$ cat src/rtl/core/bbwm_pkg.sv
// ----------------------------------------------------------------------------
// bbwm_pkg
// Shared constants and types of the box blur window mean block.
// ----------------------------------------------------------------------------
package bbwm_pkg;

   // image geometry
   localparam int MAX_WIDTH  = 256;
   localparam int MAX_HEIGHT = 256;
   localparam int COORD_W    = 8;
   localparam int DIM_W      = 9;
   localparam int RAD_W      = 8;
   localparam int PIX_W      = 8;
   localparam int COL_W      = $clog2(MAX_WIDTH);
   localparam int ROW_W      = $clog2(MAX_HEIGHT);
   localparam int ADDR_W     = COL_W + ROW_W;
   localparam int DEPTH      = MAX_WIDTH * MAX_HEIGHT;

   // accumulator and divider widths
   localparam int CNT_W = ADDR_W + 1;
   localparam int SUM_W = PIX_W + ADDR_W;
   localparam int DVD_W = SUM_W + 2;
   localparam int DVS_W = CNT_W + 1;
   localparam int QUO_W = PIX_W;
   localparam int STEP_W = $clog2(QUO_W);

   // configuration port
   localparam int CSR_IDX_W  = 2;
   localparam int CSR_DATA_W = 9;
   localparam logic [CSR_IDX_W-1:0] CSR_IMAGE_WIDTH  = 2'd0;
   localparam logic [CSR_IDX_W-1:0] CSR_IMAGE_HEIGHT = 2'd1;
   localparam logic [CSR_IDX_W-1:0] CSR_RADIUS_X     = 2'd2;
   localparam logic [CSR_IDX_W-1:0] CSR_RADIUS_Y     = 2'd3;

   // request kinds
   localparam logic KIND_LOAD = 1'b0;
   localparam logic KIND_BLUR = 1'b1;

   // divider command and result
   typedef struct packed {
      logic             start;
      logic [DVD_W-1:0] dividend;
      logic [DVS_W-1:0] divisor;
   } div_req_type;

   typedef struct packed {
      logic             done;
      logic [QUO_W-1:0] quotient;
   } div_rsp_type;

endpackage

$ cat src/rtl/core/bbwm_divider.sv
// ----------------------------------------------------------------------------
// bbwm_divider
// Restoring divider, one quotient bit per cycle, quotient known below 2^QUO_W.
// ----------------------------------------------------------------------------
module bbwm_divider (
   input  logic                  clock,
   input  logic                  reset,
   input  bbwm_pkg::div_req_type div_req,
   output bbwm_pkg::div_rsp_type div_rsp
);
   import bbwm_pkg::*;

   logic [DVD_W-1:0]  rem_ff, rem_in;
   logic [DVD_W-1:0]  dsh_ff, dsh_in;
   logic [QUO_W-1:0]  quo_ff, quo_in;
   logic [STEP_W-1:0] step_ff, step_in;
   logic              busy_ff, busy_in;
   logic              done_ff, done_in;
   logic [DVD_W-1:0]  diff;
   logic              fits;

   // one trial subtraction per cycle
   assign diff = rem_ff - dsh_ff;
   assign fits = (rem_ff >= dsh_ff);

   always_comb begin
      rem_in  = rem_ff;
      dsh_in  = dsh_ff;
      quo_in  = quo_ff;
      step_in = step_ff;
      busy_in = busy_ff;
      done_in = 1'b0;
      if (div_req.start) begin
         rem_in  = div_req.dividend;
         dsh_in  = DVD_W'({div_req.divisor, {(QUO_W-1){1'b0}}});
         quo_in  = '0;
         step_in = STEP_W'(QUO_W - 1);
         busy_in = 1'b1;
      end else if (busy_ff) begin
         if (fits) begin
            rem_in = diff;
         end
         quo_in = {quo_ff[QUO_W-2:0], fits};
         dsh_in = dsh_ff >> 1;
         if (step_ff == '0) begin
            busy_in = 1'b0;
            done_in = 1'b1;
         end else begin
            step_in = step_ff - 1'b1;
         end
      end
   end

   always_ff @(posedge clock) begin
      rem_ff  <= rem_in;
      dsh_ff  <= dsh_in;
      quo_ff  <= quo_in;
      step_ff <= step_in;
      if (reset) begin
         busy_ff <= 1'b0;
         done_ff <= 1'b0;
      end else begin
         busy_ff <= busy_in;
         done_ff <= done_in;
      end
   end

   assign div_rsp.done     = done_ff;
   assign div_rsp.quotient = quo_ff;

endmodule
$ cat config.mk
export PLATFORM = sky130hd
export DESIGN_NAME = bbwm_divider
export DESIGN_NICKNAME = d
export VERILOG_FILES = /design/src/rtl/core/bbwm_pkg.sv /design/src/rtl/core/bbwm_divider.sv
export SDC_FILE = /design/constraint.sdc
export NUM_CORES = 1
export LEC_CHECK = 0
export BUFFER_PORTS_ARGS = -buffer_cell sky130_fd_sc_hd__buf_2
export CORE_UTILIZATION = 58
export DETAILED_ROUTE_END_ITERATION = 12
export GPL_ROUTABILITY_DRIVEN = 0
export PLACE_DENSITY_LB_ADDON = 0.3
export SYNTH_ARGS = -nofsm -noshare
export SYNTH_HDL_FRONTEND = slang
export SYNTH_SLANG_ARGS = --single-unit
$ cat constraint.sdc
create_clock -name clock -period 4.7 [get_ports clock]
set_clock_uncertainty 0.2 [all_clocks]
set_input_delay 0.47 -clock clock [delete_from_list [all_inputs] [get_ports clock]]
set_output_delay 0.47 -clock clock [all_outputs]
set_load 0.005 [all_outputs]
==> run_results.csv <==
group,metric,value,unit
floorplan,ios,56,
sta,setup_tns,0,ns
cts,clkLatencyLatePin,0.35,ns
logic_synthesis,synth_top_family_by_area,"compound AO/OA/AOI/OAI gates",
logic_synthesis,synthAdderAreaFrac,0.0891,
layout,nFillCells,530,
setup_path,reg2reg_slack,0.94,ns
grt,antenna_found_initial,0,
cts,h-tree-depth,3,
logic_synthesis,synth_xor_area_frac,0.0480,
logic_synthesis,synth.distinct_cells,53,
drt,postRouteAntennaNets,0,
cts,cts_max_path_buffers,2,
logic_synthesis,syn_area_per_cell,9.28,um2
setup_path,cp.required,4.54,ns
drt,wl_per_cell,14.9,um
setup_path,critPathBufInv,2,
logic_synthesis,synth_top_flop_cell,"edfxtp_1",
layout,final_cell_mix,"nand2_1, buf_2, edfxtp_1, inv_1, nor2_1",
cts,cts_tree,"yes",
logic_synthesis,ys.warnings.count,0,
cts,postCtsSetupBuffers,0,
power_and_ir_drop,p_per_area,507,nW/um2
layout,finalNetCount,559,
drt,drcViolationCount,0,
sta,min_period_over_period,0.800,
logic_synthesis,synth_compound_area_frac,0.193,
logic_synthesis,synth_edf_count,44,
grt,grt_max_degree,54,
sta,setup_viol,0,
cts,cts_made_buffers,9,
setup_path,crit_chain,"inv_1 -> ha_1 -> fa_1 -> nand2b_1 -> a21oi_1 -> o21ai_1 -> o21ai_1 -> nand2_1 -> o31ai_1 -> a21o_1 -> buf_4",
setup_path,crit_cells,11,
place,hpwl,6090,um
setup_path,cp-end-kind,"flip-flop",
logic_synthesis,netlist_instances,433,
layout,n_antenna_cell,0,
floorplan,die_x,85.2,um
setup_path,crit_slowest_cell,"a21o_1",
grt,globalRouteOverflowTotal,0,
power_and_ir_drop,vdd.ir_drop.worst,0.243,mV
place,port_buffers,55,
job,maxCapViolCount,0,
setup_path,cp_data_arrival_time,3.60,ns
logic_synthesis,async_flop_share,0,
sta,max_freq,266,MHz
min_path,hold_depth,2,
logic_synthesis,yosysSeqAreaShare,0.429,
drt,dr.pass1.iters,5,
drt,route.vias.total,3321,
setup_path,start_kind,"flip-flop",
drt,finalWirelength,8430,um
cts,root_buffer,"clkbuf_8",
logic_synthesis,synth_fp_nets,508,
logic_synthesis,synthMuxAreaShare,0.0377,
sta,max_slew_margin,0.462,
power_and_ir_drop,leakage,1.96,nW
layout,syn2layout_area_growth,12.0,%
layout,final_common_cell,"nand2_1",
floorplan,start_util,0.615,
status,outcome,"complete, no violations",
logic_synthesis,synth_area,4020,um2
grt,grt_pass1_wl,13900,um
cts,cts-resized-gates,0,
sta,drv_slew,0,
cts,ctsHoldBuffers,0,
setup_path,path_max_fanout,15,
setup_path,worst-setup-path-type,"flip-flop to flip-flop",
power_and_ir_drop,power,0.00228,W
setup_path,cpMostUsedCell,"o21ai_1",
cts,cts_sinks,64,
floorplan,dieArea,7260,um2
sta,rsz0062_at_grt,"no",
sta,tightest_slew,0.807,ns
floorplan,chipHeight,85.2,um
setup_path,reg2reg_depth,11,
drt,first_iter_violations,250,
setup_path,cpLargestDelayFamily,"compound AO/OA/AOI/OAI gates",
min_path,min_path_type,"input port to flip-flop",
logic_synthesis,synth-seq-cells,64,
drt,vias_per_cell,5.87,
sta,hold_viol_final,0,
setup_path,max_stage_delay,0.62,ns
cts,clk_pin_slew_worst_paths,0.06,ns
sta,fin_crit,3.76,ns
layout,drive_gt1_frac,0.160,
floorplan,row_count,29,
grt,grt_pass1_vias,3165,
floorplan,core,6530,um2
logic_synthesis,synthSimpleGateAreaFrac,0.147,
grt,grtUsageTotal,0.243,
-- cells by family (layout without fill, tap and decap cells) --
kind of cell,Yosys count,after routing
compound gates,122,122
xor+xnor,22,22
fa+ha+maj,28,28
buf+inv,55,111
flops,64,64
mux,15,15
simple gates,127,127
-- synthesized netlist by cell type, drive strengths merged (2+ instances only) --
| master | instances | area [um2] |
|---|---|---|
| a211oi | 3 | 22.5 |
| a21o | 8 | 60.1 |
| a21oi | 26 | 134 |
| a221o | 2 | 20.0 |
| a22o | 3 | 26.3 |
| a31oi | 4 | 25.0 |
| a41oi | 3 | 26.3 |
| and2 | 5 | 33.8 |
| and3 | 2 | 12.5 |
| and4 | 2 | 18.8 |
| buf | 8 | 48.8 |
| clkbuf | 11 | 41.3 |
| clkinv | 2 | 7.51 |
| dfxtp | 20 | 400 |
| edfxtp | 44 | 1320 |
| ha | 27 | 338 |
| inv | 34 | 128 |
| mux2i | 14 | 140 |
| nand2 | 62 | 233 |
| nand2b | 6 | 37.5 |
| nand3 | 7 | 35.0 |
| nand4 | 2 | 12.5 |
| nor2 | 28 | 105 |
| nor2b | 4 | 25.0 |
| nor3 | 3 | 20.0 |
| nor4b | 4 | 41.3 |
| o211ai | 3 | 22.5 |
| o21a | 2 | 15.0 |
| o21ai | 38 | 190 |
| o21bai | 4 | 30.0 |
| o31ai | 18 | 135 |
| xnor2 | 11 | 96.3 |
| xor2 | 11 | 96.3 |
-- registers in the layout, summed over array words and instances (netlist names) --
signal,cells
busy_ff,1
done_ff,1
dsh_ff,25
quo_ff,8
rem_ff,26
step_ff,3
-- path summary, 6_finish.rpt --
check / start / end
max: rem_ff[0] / rem_ff[17]
min reg2reg: quo_ff[7] / quo_ff[7]
min: reset / busy_ff
max reg2reg: rem_ff[0] / rem_ff[17]
-- cell type report --
cell class / instances / area, um2 / area share
Timing Repair Buffer: 59 / 305 / 0.0679
Sequential cell: 64 / 1720 / 0.383
Tap cell: 77 / 96.3 / 0.0214
Inverter: 36 / 135 / 0.0300
Clock buffer: 16 / 170 / 0.0378
Multi-Input combinational cell: 314 / 2070 / 0.460
-- layer usage --
layer | GRT usage | wire, um | up-vias
met3 | 0.0409 | 496 | 14
met1 | 0.316 | 3860 | 1539
met2 | 0.405 | 3900 | 112
li1 | - | - | 1656
met4 | 0.100 | 178 | 0
met5 | 0 | 0 | -
-- metrics by stage --
stage                     worst slack (ns)  hold WS, ns  std cells  utilization  instance area [um2]
after global routing                 0.718        0.110        566        0.689                 4500
after CTS                            0.900       0.0920        566        0.689                 4500
after floorplan                       1.47        0.255        433            -                 4020
final                                0.939        0.107        566        0.689                 4500
after detailed placement             0.914        0.284        550        0.663                 4330
after global placement                1.12        0.265        550        0.663                 4330
-- report_power, final --
part           switching [W]  internal, W  total, W
Clock               0.000201     0.000222  0.000423
Combinational       0.000627     0.000445   0.00107
Sequential         0.0000399     0.000746  0.000786
Total               0.000868      0.00141   0.00228
Power figures use the tool's default switching activity.
